### src/hdl/ut2c_pkg.sv
// Package: shared types, constants and calendar helpers for the time-to-calendar converter
`timescale 1ns / 1ps

package ut2c_pkg;

    // Field widths
    localparam int SECS_W  = 32;
    localparam int DAYS_W  = 16;
    localparam int TOD_W   = 17;
    localparam int YEAR_W  = 12;
    localparam int MONTH_W = 4;
    localparam int DOM_W   = 5;
    localparam int SEC_W   = 6;
    localparam int MIN_W   = 6;
    localparam int HOUR_W  = 5;
    localparam int WDAY_W  = 3;

    // Queue between front and back
    localparam int QUEUE_DEPTH_DEF = 2;

    // Time constants
    localparam logic [TOD_W-1:0] SECS_PER_DAY  = 17'd86400;
    localparam logic [TOD_W-1:0] SECS_PER_HOUR = 17'd3600;
    localparam logic [TOD_W-1:0] SECS_PER_MIN  = 17'd60;

    // Reciprocals for division by constants: x / (d << s) = ((x >> s) * R) >> K,
    // exact over the input range of each field
    localparam int                     DAY_PRE_SHIFT    = 7;
    localparam int                     DAY_RECIP_W      = 26;
    localparam logic [DAY_RECIP_W-1:0] DAY_RECIP        = 26'd50903317;
    localparam int                     DAY_RECIP_SHIFT  = 35;
    localparam int                     HOUR_PRE_SHIFT   = 4;
    localparam int                     HOUR_RECIP_W     = 14;
    localparam logic [HOUR_RECIP_W-1:0] HOUR_RECIP      = 14'd9321;
    localparam int                     HOUR_RECIP_SHIFT = 21;
    localparam int                     MIN_PRE_SHIFT    = 2;
    localparam int                     MIN_RECIP_W      = 11;
    localparam logic [MIN_RECIP_W-1:0] MIN_RECIP        = 11'd1093;
    localparam int                     MIN_RECIP_SHIFT  = 14;
    localparam int                     WDAY_RECIP_W     = 17;
    localparam logic [WDAY_RECIP_W-1:0] WDAY_RECIP      = 17'd74899;
    localparam int                     WDAY_RECIP_SHIFT = 19;

    // Calendar constants
    localparam logic [YEAR_W-1:0]  FIRST_YEAR      = 12'd1970;
    localparam logic [YEAR_W-1:0]  NO_LEAP_CENTURY = 12'd2100;
    localparam logic [DAYS_W-1:0]  LEAP_DAY_IDX    = 16'd59;
    localparam logic [8:0]         DAYS_NORMAL     = 9'd365;
    localparam logic [8:0]         DAYS_LEAP       = 9'd366;
    localparam logic [MONTH_W-1:0] FEB_IDX         = 4'd1;
    localparam logic [MONTH_W-1:0] DEC_IDX         = 4'd11;
    localparam logic [DOM_W-1:0]   FEB_LEAP_DOM    = 5'd29;
    localparam logic [WDAY_W:0]    EPOCH_WDAY      = 4'd4;
    localparam logic [WDAY_W:0]    DAYS_PER_WEEK   = 4'd7;

    // Word handed from front to back: whole days and seconds within the day
    typedef struct packed {
        logic [DAYS_W-1:0] days;
        logic [TOD_W-1:0]  tod;
    } ut2c_entry_t;

    typedef enum logic [1:0] {
        FR_IDLE,
        FR_DIV,
        FR_REM,
        FR_PUSH
    } front_state_t;

    typedef enum logic [2:0] {
        BK_IDLE,
        BK_HOUR,
        BK_HREM,
        BK_MIN,
        BK_YEAR,
        BK_ADJ,
        BK_MONTH,
        BK_EMIT
    } back_state_t;

    // Leap test, valid over the reachable years 1970..2106 (only 2000 and 2100 are centuries)
    function automatic logic is_leap(input logic [YEAR_W-1:0] y);
        return (y[1:0] == 2'b00) && (y != NO_LEAP_CENTURY);
    endfunction

    // Day index of the first day of each month in a non-leap year
    function automatic logic [8:0] month_start(input logic [MONTH_W-1:0] m);
        logic [8:0] r;
        unique case (m)
            4'd0:    r = 9'd0;
            4'd1:    r = 9'd31;
            4'd2:    r = 9'd59;
            4'd3:    r = 9'd90;
            4'd4:    r = 9'd120;
            4'd5:    r = 9'd151;
            4'd6:    r = 9'd181;
            4'd7:    r = 9'd212;
            4'd8:    r = 9'd243;
            4'd9:    r = 9'd273;
            4'd10:   r = 9'd304;
            4'd11:   r = 9'd334;
            default: r = 9'd0;
        endcase
        return r;
    endfunction

endpackage

### src/hdl/ut2c_front.sv
// Front end: accepts a timestamp word and splits it into days and seconds of day
`timescale 1ns / 1ps

module ut2c_front
    import ut2c_pkg::*;
(
    input  logic              clk,
    input  logic              rst_n,
    input  logic              in_valid,
    output logic              in_stall,
    input  logic [SECS_W-1:0] unix_seconds,
    output logic              push,
    output ut2c_entry_t       push_data,
    input  logic              full
);

    localparam int QIN_W   = SECS_W - DAY_PRE_SHIFT;
    localparam int QPROD_W = QIN_W + DAY_RECIP_W;
    localparam int BASE_W  = SECS_W + 1;

    front_state_t       st_reg, st_next;
    logic [SECS_W-1:0]  acc_reg, acc_next;
    logic [DAYS_W-1:0]  days_reg, days_next;
    logic [TOD_W-1:0]   rem_reg, rem_next;
    logic [QPROD_W-1:0] day_prod;
    logic [BASE_W-1:0]  day_base;
    logic [SECS_W-1:0]  tod_full;

    // Hold state and datapath
    always_ff @(posedge clk or negedge rst_n)
    begin
        if (!rst_n)
        begin
            st_reg <= FR_IDLE;
        end
        else
        begin
            st_reg <= st_next;
        end
    end

    always_ff @(posedge clk)
    begin
        acc_reg  <= acc_next;
        days_reg <= days_next;
        rem_reg  <= rem_next;
    end

    assign push_data.days = days_reg;
    assign push_data.tod  = rem_reg;

    // Days by reciprocal multiply, then seconds of day by multiply and subtract
    always_comb
    begin
        st_next   = st_reg;
        acc_next  = acc_reg;
        days_next = days_reg;
        rem_next  = rem_reg;
        push      = 1'b0;
        in_stall  = 1'b1;
        day_prod  = QPROD_W'(acc_reg[SECS_W-1:DAY_PRE_SHIFT]) * QPROD_W'(DAY_RECIP);
        day_base  = BASE_W'(days_reg) * BASE_W'(SECS_PER_DAY);
        tod_full  = acc_reg - day_base[SECS_W-1:0];
        unique case (st_reg)
            FR_IDLE:
            begin
                in_stall = 1'b0;
                if (in_valid)
                begin
                    acc_next = unix_seconds;
                    st_next  = FR_DIV;
                end
            end
            FR_DIV:
            begin
                days_next = day_prod[DAY_RECIP_SHIFT +: DAYS_W];
                st_next   = FR_REM;
            end
            FR_REM:
            begin
                rem_next = tod_full[TOD_W-1:0];
                st_next  = FR_PUSH;
            end
            FR_PUSH:
            begin
                // Hand the word over once the queue has room
                if (!full)
                begin
                    push    = 1'b1;
                    st_next = FR_IDLE;
                end
            end
            default:
            begin
                st_next = FR_IDLE;
            end
        endcase
    end

endmodule

### src/hdl/ut2c_fifo.sv
// Short register queue between the front end and the calendar back end
`timescale 1ns / 1ps

module ut2c_fifo
    import ut2c_pkg::*;
#(
    parameter int DEPTH = QUEUE_DEPTH_DEF
)
(
    input  logic                       clk,
    input  logic                       rst_n,
    input  logic                       push,
    input  ut2c_entry_t                push_data,
    input  logic                       pop,
    output ut2c_entry_t                head,
    output logic                       full,
    output logic                       empty,
    output logic [$clog2(DEPTH+1)-1:0] level
);

    localparam int PTR_W = $clog2(DEPTH);
    localparam int LVL_W = $clog2(DEPTH + 1);

    ut2c_entry_t        mem_reg [DEPTH];
    logic [PTR_W-1:0]   wr_ptr_reg, wr_ptr_next;
    logic [PTR_W-1:0]   rd_ptr_reg, rd_ptr_next;
    logic [LVL_W-1:0]   lvl_reg, lvl_next;
    logic               do_push;
    logic               do_pop;

    assign full    = (lvl_reg == LVL_W'(DEPTH));
    assign empty   = (lvl_reg == '0);
    assign level   = lvl_reg;
    assign head    = mem_reg[rd_ptr_reg];
    assign do_push = push && !full;
    assign do_pop  = pop && !empty;

    // Advance pointers with wrap at the queue depth
    always_comb
    begin
        wr_ptr_next = wr_ptr_reg;
        rd_ptr_next = rd_ptr_reg;
        lvl_next    = lvl_reg;
        if (do_push)
        begin
            wr_ptr_next = (wr_ptr_reg == PTR_W'(DEPTH - 1)) ? '0 : wr_ptr_reg + 1'b1;
        end
        if (do_pop)
        begin
            rd_ptr_next = (rd_ptr_reg == PTR_W'(DEPTH - 1)) ? '0 : rd_ptr_reg + 1'b1;
        end
        if (do_push && !do_pop)
        begin
            lvl_next = lvl_reg + 1'b1;
        end
        else if (do_pop && !do_push)
        begin
            lvl_next = lvl_reg - 1'b1;
        end
    end

    always_ff @(posedge clk or negedge rst_n)
    begin
        if (!rst_n)
        begin
            wr_ptr_reg <= '0;
            rd_ptr_reg <= '0;
            lvl_reg    <= '0;
        end
        else
        begin
            wr_ptr_reg <= wr_ptr_next;
            rd_ptr_reg <= rd_ptr_next;
            lvl_reg    <= lvl_next;
        end
    end

    // Store the incoming word
    always_ff @(posedge clk)
    begin
        if (do_push)
        begin
            mem_reg[wr_ptr_reg] <= push_data;
        end
    end

endmodule

### src/hdl/ut2c_back.sv
// Back end: turns days and seconds of day into clock fields and a calendar date
`timescale 1ns / 1ps

module ut2c_back
    import ut2c_pkg::*;
(
    input  logic               clk,
    input  logic               rst_n,
    input  logic               empty,
    input  ut2c_entry_t        head,
    output logic               pop,
    output logic               out_valid,
    input  logic               out_stall,
    output logic [SEC_W-1:0]   second,
    output logic [MIN_W-1:0]   minute,
    output logic [HOUR_W-1:0]  hour,
    output logic [WDAY_W-1:0]  weekday,
    output logic [YEAR_W-1:0]  year,
    output logic [MONTH_W-1:0] month,
    output logic [DOM_W-1:0]   day_of_month
);

    // Seconds within the hour fit in 12 bits
    localparam int HREM_W   = 12;
    localparam int HIN_W    = TOD_W - HOUR_PRE_SHIFT;
    localparam int HPROD_W  = HIN_W + HOUR_RECIP_W;
    localparam int MIN_IN_W = HREM_W - MIN_PRE_SHIFT;
    localparam int MPROD_W  = MIN_IN_W + MIN_RECIP_W;
    localparam int WPROD_W  = DAYS_W + WDAY_RECIP_W;
    localparam int WEEKS_W  = 13;

    back_state_t        st_reg, st_next;
    logic [DAYS_W-1:0]  days_reg, days_next;
    logic [TOD_W-1:0]   tod_reg, tod_next;
    logic [HOUR_W-1:0]  hour_reg, hour_next;
    logic [MIN_W-1:0]   min_reg, min_next;
    logic [WEEKS_W-1:0] weeks_reg, weeks_next;
    logic [WDAY_W-1:0]  wrem_reg, wrem_next;
    logic [YEAR_W-1:0]  year_reg, year_next;
    logic [MONTH_W-1:0] mon_reg, mon_next;
    logic [DOM_W-1:0]   dom_reg, dom_next;
    logic               out_valid_reg, out_valid_next;
    logic [SEC_W-1:0]   o_sec_reg, o_sec_next;
    logic [MIN_W-1:0]   o_min_reg, o_min_next;
    logic [HOUR_W-1:0]  o_hour_reg, o_hour_next;
    logic [WDAY_W-1:0]  o_wday_reg, o_wday_next;
    logic [YEAR_W-1:0]  o_year_reg, o_year_next;
    logic [MONTH_W-1:0] o_mon_reg, o_mon_next;
    logic [DOM_W-1:0]   o_dom_reg, o_dom_next;

    logic [HPROD_W-1:0] hour_prod;
    logic [MPROD_W-1:0] min_prod;
    logic [WPROD_W-1:0] wk_prod;
    logic [DAYS_W-1:0]  wsum;
    logic [DAYS_W-1:0]  wk_base;
    logic [TOD_W-1:0]   hour_base;
    logic [TOD_W-1:0]   sec_base;
    logic               leap;
    logic [8:0]         year_len;
    logic [8:0]         ms;

    assign out_valid    = out_valid_reg;
    assign second       = o_sec_reg;
    assign minute       = o_min_reg;
    assign hour         = o_hour_reg;
    assign weekday      = o_wday_reg;
    assign year         = o_year_reg;
    assign month        = o_mon_reg;
    assign day_of_month = o_dom_reg;

    // Hold control state
    always_ff @(posedge clk or negedge rst_n)
    begin
        if (!rst_n)
        begin
            st_reg        <= BK_IDLE;
            out_valid_reg <= 1'b0;
        end
        else
        begin
            st_reg        <= st_next;
            out_valid_reg <= out_valid_next;
        end
    end

    // Hold working values and the result word
    always_ff @(posedge clk)
    begin
        days_reg   <= days_next;
        tod_reg    <= tod_next;
        hour_reg   <= hour_next;
        min_reg    <= min_next;
        weeks_reg  <= weeks_next;
        wrem_reg   <= wrem_next;
        year_reg   <= year_next;
        mon_reg    <= mon_next;
        dom_reg    <= dom_next;
        o_sec_reg  <= o_sec_next;
        o_min_reg  <= o_min_next;
        o_hour_reg <= o_hour_next;
        o_wday_reg <= o_wday_next;
        o_year_reg <= o_year_next;
        o_mon_reg  <= o_mon_next;
        o_dom_reg  <= o_dom_next;
    end

    // Sequence: pop, hour and weekday, minute, year stepping, leap-day adjust, month search, emit
    always_comb
    begin
        st_next        = st_reg;
        days_next      = days_reg;
        tod_next       = tod_reg;
        hour_next      = hour_reg;
        min_next       = min_reg;
        weeks_next     = weeks_reg;
        wrem_next      = wrem_reg;
        year_next      = year_reg;
        mon_next       = mon_reg;
        dom_next       = dom_reg;
        o_sec_next     = o_sec_reg;
        o_min_next     = o_min_reg;
        o_hour_next    = o_hour_reg;
        o_wday_next    = o_wday_reg;
        o_year_next    = o_year_reg;
        o_mon_next     = o_mon_reg;
        o_dom_next     = o_dom_reg;
        pop            = 1'b0;
        // Drop the result word once it is taken
        out_valid_next = out_valid_reg && out_stall;

        // Quotients by reciprocal multiply, remainders by multiply and subtract
        wsum      = days_reg + DAYS_W'(EPOCH_WDAY);
        hour_prod = HPROD_W'(tod_reg[TOD_W-1:HOUR_PRE_SHIFT]) * HPROD_W'(HOUR_RECIP);
        min_prod  = MPROD_W'(tod_reg[HREM_W-1:MIN_PRE_SHIFT]) * MPROD_W'(MIN_RECIP);
        wk_prod   = WPROD_W'(wsum) * WPROD_W'(WDAY_RECIP);
        wk_base   = DAYS_W'(weeks_reg) * DAYS_W'(DAYS_PER_WEEK);
        hour_base = TOD_W'(hour_reg) * SECS_PER_HOUR;
        sec_base  = TOD_W'(min_reg) * SECS_PER_MIN;
        leap      = is_leap(year_reg);
        year_len  = leap ? DAYS_LEAP : DAYS_NORMAL;
        ms        = month_start(mon_reg);

        unique case (st_reg)
            BK_IDLE:
            begin
                if (!empty)
                begin
                    pop       = 1'b1;
                    days_next = head.days;
                    tod_next  = head.tod;
                    year_next = FIRST_YEAR;
                    st_next   = BK_HOUR;
                end
            end
            BK_HOUR:
            begin
                // Hours of the day and whole weeks since the epoch shifted to Sunday
                hour_next  = hour_prod[HOUR_RECIP_SHIFT +: HOUR_W];
                weeks_next = wk_prod[WDAY_RECIP_SHIFT +: WEEKS_W];
                st_next    = BK_HREM;
            end
            BK_HREM:
            begin
                // Seconds within the hour and the weekday
                tod_next  = tod_reg - hour_base;
                wrem_next = WDAY_W'(wsum - wk_base);
                st_next   = BK_MIN;
            end
            BK_MIN:
            begin
                min_next = min_prod[MIN_RECIP_SHIFT +: MIN_W];
                st_next  = BK_YEAR;
            end
            BK_YEAR:
            begin
                // Take off one whole year per cycle
                if (days_reg >= DAYS_W'(year_len))
                begin
                    days_next = days_reg - DAYS_W'(year_len);
                    year_next = year_reg + 1'b1;
                end
                else
                begin
                    st_next = BK_ADJ;
                end
            end
            BK_ADJ:
            begin
                if (leap && days_reg == LEAP_DAY_IDX)
                begin
                    // February 29 skips the table
                    mon_next = FEB_IDX;
                    dom_next = FEB_LEAP_DOM;
                    st_next  = BK_EMIT;
                end
                else
                begin
                    if (leap && days_reg > LEAP_DAY_IDX)
                    begin
                        days_next = days_reg - 1'b1;
                    end
                    mon_next = DEC_IDX;
                    st_next  = BK_MONTH;
                end
            end
            BK_MONTH:
            begin
                // Step back from December until the month start is reached
                if (mon_reg != '0 && DAYS_W'(ms) > days_reg)
                begin
                    mon_next = mon_reg - 1'b1;
                end
                else
                begin
                    dom_next = DOM_W'(days_reg - DAYS_W'(ms)) + 1'b1;
                    st_next  = BK_EMIT;
                end
            end
            BK_EMIT:
            begin
                // Load the result word when the output slot is free
                if (!out_valid_reg || !out_stall)
                begin
                    o_sec_next     = SEC_W'(tod_reg - sec_base);
                    o_min_next     = min_reg;
                    o_hour_next    = hour_reg;
                    o_wday_next    = wrem_reg;
                    o_year_next    = year_reg;
                    o_mon_next     = mon_reg + 1'b1;
                    o_dom_next     = dom_reg;
                    out_valid_next = 1'b1;
                    st_next        = BK_IDLE;
                end
            end
            default:
            begin
                st_next = BK_IDLE;
            end
        endcase
    end

endmodule

### src/hdl/unix_time_to_calendar_top.sv
// Top level: seconds-since-epoch to UTC calendar converter with front, queue and back end
//
// Usage:
//   Input channel: in_valid / in_stall carry one 32-bit word, unix_seconds, the
//   count of seconds since 1970-01-01 00:00:00 UTC. A word is taken at a clock
//   edge with in_valid high and in_stall low.
//   Output channel: out_valid / out_stall carry one result word per input word:
//   second, minute, hour, weekday (0 is Sunday), year, month and day_of_month.
//   Flow: the front end splits a word into days and seconds of day (multiply
//   by a reciprocal, then multiply and subtract) and hands it to the queue; it
//   takes no new word until that handoff is done, which waits while the queue
//   is full. The back end pops a word, works out hour, weekday and minute,
//   steps through the elapsed years (0 to 136) one at a time, adjusts for the
//   leap day, searches back for the month (skipped for February 29) and emits.
//   The year stepping sets the throughput of one word per back-end pass; the
//   queue lets the front end overlap it.
//   Reset: rst_n low clears the state machines, the queue and out_valid.
//   Stall: while out_stall is high the result word holds; the back end waits
//   with its next result, the queue fills, and then in_stall rises.
`timescale 1ns / 1ps

module unix_time_to_calendar_top
    import ut2c_pkg::*;
#(
    parameter int QUEUE_DEPTH = QUEUE_DEPTH_DEF
)
(
    input  logic               clk,
    input  logic               rst_n,
    input  logic               in_valid,
    output logic               in_stall,
    input  logic [SECS_W-1:0]  unix_seconds,
    output logic               out_valid,
    input  logic               out_stall,
    output logic [SEC_W-1:0]   second,
    output logic [MIN_W-1:0]   minute,
    output logic [HOUR_W-1:0]  hour,
    output logic [WDAY_W-1:0]  weekday,
    output logic [YEAR_W-1:0]  year,
    output logic [MONTH_W-1:0] month,
    output logic [DOM_W-1:0]   day_of_month
);

    localparam int LVL_W = $clog2(QUEUE_DEPTH + 1);

    logic             push;
    ut2c_entry_t      push_data;
    logic             full;
    logic             empty;
    logic             pop;
    ut2c_entry_t      head;
    logic [LVL_W-1:0] level;

    ut2c_front u_front (
        .clk          (clk),
        .rst_n        (rst_n),
        .in_valid     (in_valid),
        .in_stall     (in_stall),
        .unix_seconds (unix_seconds),
        .push         (push),
        .push_data    (push_data),
        .full         (full)
    );

    ut2c_fifo #(
        .DEPTH (QUEUE_DEPTH)
    ) u_fifo (
        .clk       (clk),
        .rst_n     (rst_n),
        .push      (push),
        .push_data (push_data),
        .pop       (pop),
        .head      (head),
        .full      (full),
        .empty     (empty),
        .level     (level)
    );

    ut2c_back u_back (
        .clk          (clk),
        .rst_n        (rst_n),
        .empty        (empty),
        .head         (head),
        .pop          (pop),
        .out_valid    (out_valid),
        .out_stall    (out_stall),
        .second       (second),
        .minute       (minute),
        .hour         (hour),
        .weekday      (weekday),
        .year         (year),
        .month        (month),
        .day_of_month (day_of_month)
    );

    // Front end goes busy right after taking a word
    a_busy_after_accept: assert property (@(posedge clk) disable iff (!rst_n)
        (in_valid && !in_stall) |=> in_stall)
        else $error("front end not busy after accepting a word");

    // Queue level stays within its depth
    a_level_bound: assert property (@(posedge clk) disable iff (!rst_n)
        level <= LVL_W'(QUEUE_DEPTH))
        else $error("queue level beyond depth");

    // Clock fields of a valid result are in range
    a_clock_range: assert property (@(posedge clk) disable iff (!rst_n)
        out_valid |-> (second < 6'd60 && minute < 6'd60 && hour < 5'd24 && weekday < 3'd7))
        else $error("clock field out of range");

    // Date fields of a valid result are in range
    a_date_range: assert property (@(posedge clk) disable iff (!rst_n)
        out_valid |-> (year >= 12'd1970 && year <= 12'd2106 && month >= 4'd1
                       && month <= 4'd12 && day_of_month >= 5'd1))
        else $error("date field out of range");

endmodule
### config.mk
export PLATFORM = sky130hd
export DESIGN_NAME = unix_time_to_calendar_top
export DESIGN_NICKNAME = d
export VERILOG_FILES = /design/src/hdl/ut2c_pkg.sv /design/src/hdl/ut2c_front.sv /design/src/hdl/ut2c_fifo.sv /design/src/hdl/ut2c_back.sv /design/src/hdl/unix_time_to_calendar_top.sv
export SDC_FILE = /design/constraint.sdc
export NUM_CORES = 1
export LEC_CHECK = 0
export BUFFER_PORTS_ARGS = -buffer_cell sky130_fd_sc_hd__buf_4
export CORE_ASPECT_RATIO = 1.5
export CORE_MARGIN = 4
export CORE_UTILIZATION = 60
export DETAILED_ROUTE_END_ITERATION = 6
export PLACE_DENSITY_LB_ADDON = 0.1
export RECOVER_POWER = 100
export SLEW_MARGIN = 0
export SYNTH_ARGS = -nofsm -noshare
export SYNTH_HDL_FRONTEND = slang
export SYNTH_HIERARCHICAL = 1
export SYNTH_SLANG_ARGS = --single-unit
### constraint.sdc
create_clock -name clk -period 8.5 [get_ports clk]
set_input_delay 1.275 -clock clk [delete_from_list [all_inputs] [get_ports clk]]
set_output_delay 1.275 -clock clk [all_outputs]
set_load 0.02 [all_outputs]
[Word-level counts from Yosys, hierarchy flattened]
Memory sizes are Yosys's and may differ from the RTL's. A register that Yosys moved wholly into a read port is not among the register bits.
Index checks and enable logic that the tools add are counted.
Cells by class
  order comparisons: 3
  equal/unequal tests: 24
  reduce and logical (&&, ||, !) cells: 35
  multiplexer cells: 40
  $add $sub $neg: 16
  multipliers: 8
Operators with widths (count)
  $mux W16: 4
  $mul A25 B26 Y51 const B: 1
  $pmux W16 S3: 1
  $pmux W17 S2: 1
  $sub A17 B17 Y17: 2
  $mul A16 B17 Y32 const B: 1
  $mul A13 B14 Y26 const B: 1
  $mux W12: 2
  $pmux W12 S2: 1
  $pmux W3 S8: 1
  $mul A10 B11 Y20 const B: 1
  $mux W17: 1
  $add A16 B3 Y16 const B: 1
  $eq A16 B6 Y1 const B: 1
  $ge A16 B9 Y1: 1
  $gt A16 B6 Y1 const B: 1
  $gt A9 B16 Y1: 1
  $mul A16 B10 Y10 const B: 1
  $sub A16 B1 Y16 const B: 1
  $sub A16 B9 Y16: 1
  $mul A13 B3 Y3 const B: 1
  $mul A5 B8 Y13 const B: 1
  $add A12 B1 Y12 const B: 1
  $eq A3 B3 Y1 const B: 4
  37 further kinds: 94
Word-level totals
  input port bits: 36
  flip-flop bits (word level): 197
  output and inout port bits: 43
  memories: 2
  ROM bits: 144
  RAM bits: 66
  logic and storage cells: 153
Memories
  (no name shown): words 16, width 9, rd ports 1, clocked after memory_dff 1, wr ports 0, line ut2c_pkg.sv:88  | unique case (m)
  u_fifo.mem_reg: words 2, width 33, rd ports 1, clocked after memory_dff 0, wr ports 1, line ut2c_fifo.sv:24  | ut2c_entry_t mem_reg [DEPTH];

[Longest topological paths before layout]
  word-level depth: 8
  gate-level depth with buffers: 25
  depth with buffers taken out: 25

[Modules after synthesis]
The synthesis kept the hierarchy.
By module, submodules not included
  ut2c_back: area an instance 13037.5 um^2, cells an instance 1244, seq. area each 3643.5 um^2, instances 1
  ut2c_front: area an instance 12635.9 um^2, cells an instance 1180, seq. area each 2001.9 um^2, instances 1
  ut2c_fifo: area an instance 2730.1 um^2, cells an instance 122, seq. area each 2082.0 um^2, instances 1

[Worst setup path before layout]
Ideal clock, no wire load.
  path type: register to register
  from: register u_front.acc_reg[12]
  to: register u_front.days_reg[15], data pin
  clock period less this slack: 6.310 ns
  arrival time: 6.161 ns
  setup time: 0.150 ns
  cell stages (with the launch flop): 22
  setup slack: 2.190 ns
  required time: 8.350 ns
  buffers on the path: 0
  cell sequence: edfxtp_1 > fa_1 > inv_1 > fa_1 > inv_1 > ha_1 > fa_1 > inv_1 > fa_1 > fa_1 > inv_1 > fa_1 > ha_1 > a21oi_1 > o21ai_1 > a311oi_2 > nor2_1 > o31ai_2 > a32oi_2 > a311o_1 > a2111o_1 > o211ai_2
Between the ends
  word-level cells in the longest chain between the ends: 1
Ends and longest elaborated chain
  from (decl): line ut2c_front.sv:22  | logic [SECS_W-1:0] acc_reg, acc_next;
  from (signal assigned): line ut2c_front.sv:44  | acc_reg <= acc_next;
  $mul A25 B26 Y51: line ut2c_front.sv:61  | day_prod = QPROD_W'(acc_reg[SECS_W-1:DAY_PRE_SHIFT]) * QPROD_W'(DAY_RECIP);
  net u_front.day_prod[50]: line ut2c_front.sv:25  | logic [QPROD_W-1:0] day_prod;
  to (signal assigned): line ut2c_front.sv:45  | days_reg <= days_next;
  to (decl): line ut2c_front.sv:23  | logic [DAYS_W-1:0] days_reg, days_next;
The timed path passes the listed nets, and every way through them passes these cells.
A chain may end at the register's enable or synchronous reset.

[Worst setup path after layout]
Ends and elaborated chain as after synthesis.

==> flow_summary_export.csv <==
group,metric,value,unit
cts,cts-root-buf,"clkbuf_16",
grt,met1_usage,0.273,
worst_setup_path,cp_startpoint,"u_front/acc_reg[12]",
floorplan,floorplan.rows,97,
sta,period_minus_slack,7.49,ns
synth,synth_area,28400,µm²
worst_setup_path,cp.required,8.90,ns
floorplan,initial_cell_density_of_the_core,0.608,
cts,post_cts_resize_count,0,
cts,insertion_delay,0.56,ns
hold_path,worstHoldPathCells,0,
floorplan,ioPinCount,79,
cts,hold_buffers,0,
cts,cts-htree-levels,1,
drt,wl_per_cell,19.2,µm
final_layout,layout-drive-gt1-share,0.0512,
sta,fin_worst_hold_slack,0.418,ns
worst_setup_path,path_depth_of_the_worst_reg2reg_path,21,
synth,synth-edff-count,243,
drt,antenna_violating_nets_post_route,0,
synth,synth.top_cell.area_share,0.264,
worst_setup_path,endpoint_kind,"flop",
floorplan,die_width,186,µm
synth,synthCells,2546,
grt,first_global_vias,19900,
worst_setup_path,worst_path_most_repeated_cell,"fa_1",
synth,synth.net_count,3455,
synth,yosysMostFrequentCell,"inv_1",
synth,ys_seq_elements,262,
worst_setup_path,timing.critical_path.slowest_stage_cell,"edfxtp_1",
final_layout,stdcell_count,3248,
grt,grt_util_met2,0.487,
final_layout,antenna_cells_inserted,0,
placement,detailedPlacementHpwl,52500,µm
outcome,violations,"max-capacitance violations, max-slew violations",
sta,rsz0062_at_grt,"false",
final_layout,filler_cell_count,3739,
drt,via_count,17900,
synth,synth_area_per_cell,11.2,µm²
hold_path,holdCritStartpoint,"u_back/wrem_reg[1]",
sta,setup_total_negative_slack,0,ns
grt,grt_antenna_before_repair,0,
grt,grt_use_total,0.252,
synth,seq_area_frac_synth,0.272,
sta,max_freq,0.134,GHz
cts,ctsLongestPathBuffers,3,
synth,postSynth.asyncResetShare,0.0382,
drt,post-route-drc-count,0,
synth,yosys_warnings,6,
sta,tightest_slew_margin_relative_to_the_limit,-0.748,
worst_setup_path,worst_r2r_endpoint,"u_front/days_reg[15]",
cts,clk_pin_slew_worst_paths,0.07,ns
grt,grt_first_pass_wirelength,101000,µm
worst_setup_path,critical_path.top_delay_family,"adder cells",
cts,cts_inserted_buffers,28,
placement,place.detailed.instances,3196,
final_layout,growth_of_design_area_from_synthesis_to_finish,6.62,%
worst_setup_path,critPathLaunchType,"flop",
grt,globalRouteMet3Util,0.0203,
grt,grt_overflow_total,0,
sta,report.final.slew_viol_count,75,
synth,ys.flop_type,"edfxtp_1",
cts,clock-sinks,262,
cts,cts_tree,"yes",
floorplan,dieHeight,274,µm
grt,global_route.peak_usage_layer,"met2",
final_layout,largest_reg_flops,66,
drt,vias_per_cell,5.52,
worst_setup_path,worstReg2RegStart,"u_front/acc_reg[12]",
hold_path,holdCritPathClass,"reg2reg",
grt,pin_count_of_the_biggest_net_entering_global_routing,42,
drt,dr.pass1.iters,5,
worst_setup_path,cp.arrival,7.89,ns
floorplan,die_area,51000,µm²
job,timing.max_cap.violations,2,
worst_setup_path,rrSetupSlack,1.01,ns
worst_setup_path,crit_type,"reg2reg",
placement,gp_congestion,0.947,
sta,worst_slew_pin_slew,2.62,ns
synth,ys_types,82,
drt,first_iter_violations,683,
cts,cts_setup_buffers,0,
worst_setup_path,cp_cell_sequence,"ha_1 -> inv_1 -> fa_1 -> fa_1 -> inv_1 -> fa_1 -> inv_1 -> fa_1 -> fa_1 -> inv_1 -> fa_1 -> ha_1 -> a21oi_1 -> o21ai_0 -> a311oi_1 -> nor2_1 -> o31ai_1 -> a32oi_1 -> a311o_1 -> a2111o_1 -> o211ai_1",
sta,timing.final.crit_share,0.881,
synth,ys_top_cells_by_count,"inv_1 (617), ha_1 (600), fa_1 (273), edfxtp_1 (243), xnor2_1 (86)",
floorplan,placeableCoreArea,46700,µm²
placement,port-buffer-count,78,
drt,wl,62200,µm
sta,finalClockSkew,0.0217,ns
worst_setup_path,max_stage_delay,0.76,ns
sta,setup_viol_count_final,0,
outcome,result_of_the_run,"finished with violations",
final_layout,num-nets-final,3541,
synth,synth.top_cells.by_area,"ha_1 (26%), edfxtp_1 (26%), fa_1 (19%)",
worst_setup_path,worstPathMaxFanout,12,
synth,netlist.top_cell.by_area,"ha_1",
hold_path,hold-path-endpoint,"u_back/weekday[1]",
sta,hold_viol_final,0,
worst_setup_path,cp.buffers_inverters,4,
==> cells by family (layout without fill, tap and decap cells) <==
kind of cell               after synthesis  in the layout  synth area share
DFF                                    262            262             0.272
muxes                                   41             41            0.0204
adders and majority gates              873            873             0.457
xor gates and xnor gates               129            129            0.0398
buffers and inverters                  649            757            0.0885
and+or+nand+nor                        297            297            0.0519
AOI/OAI and AO/OA                      295            295            0.0706
==> worst register-to-register path, delay by kind of cell, from the launching register on <==
kind | cells | cell delay [ns]
flip-flops | 1 | 0.76
adder cells (fa/ha/maj) | 8 | 3.47
buffers and inverters | 4 | 0.42
AND/OR/NAND/NOR | 1 | 0.19
AO/OA/AOI/OAI | 8 | 2.51
==> stage by stage <==
step | setup slack, ns | cell area [µm²] | util
final | 1.01 | 30300 | 0.648
after detailed placement | 1.21 | 29600 | 0.634
after floorplan | 2.19 | 28400 | -
after global placement | 1.23 | 29600 | 0.634
after CTS | 1.18 | 30500 | 0.654
after global routing | 0.614 | 30300 | 0.648
==> per-layer routing <==
| metal | share of wire | routed length, µm | vias to the layer above |
|---|---|---|---|
| li1 | - | - | 8652 |
| met1 | 0.37 | 22900 | 8781 |
| met2 | 0.55 | 34300 | 329 |
| met3 | 0.024 | 1470 | 152 |
| met4 | 0.057 | 3570 | 0 |
| met5 | 0 | 0 | - |
==> cells in the final DEF (no fill, tap or decap), types with 8 or more instances in the layout <==
| cell type | Yosys | final |
|---|---|---|
| dfrtp_1 | 10 | 9 |
| nor2_1 | 70 | 70 |
| nor2b_1 | 13 | 13 |
| mux2_4 | 29 | 29 |
| dfxtp_1 | 9 | 9 |
| ha_1 | 600 | 600 |
| nor3_1 | 22 | 22 |
| xnor2_1 | 86 | 86 |
| nand4_1 | 18 | 18 |
| nand3_1 | 34 | 34 |
| clkbuf_1 | 22 | 62 |
| and2_0 | 0 | 9 |
| a21o_1 | 36 | 36 |
| nand2_1 | 80 | 80 |
| edfxtp_1 | 243 | 243 |
| clkbuf_4 | 0 | 27 |
| xor2_1 | 43 | 43 |
| a21oi_1 | 68 | 68 |
| fa_1 | 273 | 273 |
| mux2_2 | 8 | 8 |
| and3_1 | 8 | 8 |
| clkbuf_16 | 0 | 29 |
| o21bai_1 | 11 | 11 |
| o211ai_1 | 8 | 9 |
| a221o_1 | 9 | 9 |
| o21ai_0 | 64 | 66 |
| a31oi_1 | 8 | 8 |
| nand2b_1 | 8 | 8 |
| inv_1 | 617 | 617 |
==> how the worst max path moves through the flow <==
| stage | end | slack [ns] | cells after the start |
|---|---|---|---|
| 2_1_floorplan | u_front/days_reg[15] | 2.19 | 21 |
| 3_3_place_gp | u_front/days_reg[15] | 1.23 | 23 |
| 3_5_place_dp | u_front/days_reg[15] | 1.21 | 23 |
| 4_1_cts | u_front/days_reg[15] | 1.18 | 23 |
| 5_1_grt | u_front/days_reg[15] | 0.61 | 21 |
| 6_report | u_front/days_reg[15] | 1.01 | 21 |
==> cell type report <==
type	instances	area, µm²	area share
Inverter	619	2320	0.0767
Timing Repair Buffer	86	432	0.0143
Sequential cell	262	7730	0.255
Clock buffer	34	744	0.0246
Clock inverter	18	178	0.00587
Tap cell	594	743	0.0245
Multi-Input combinational cell	1635	18100	0.599
Power is not shown: default switching activity piles up to over one toggle a cycle in this logic, so the estimate is an artifact.
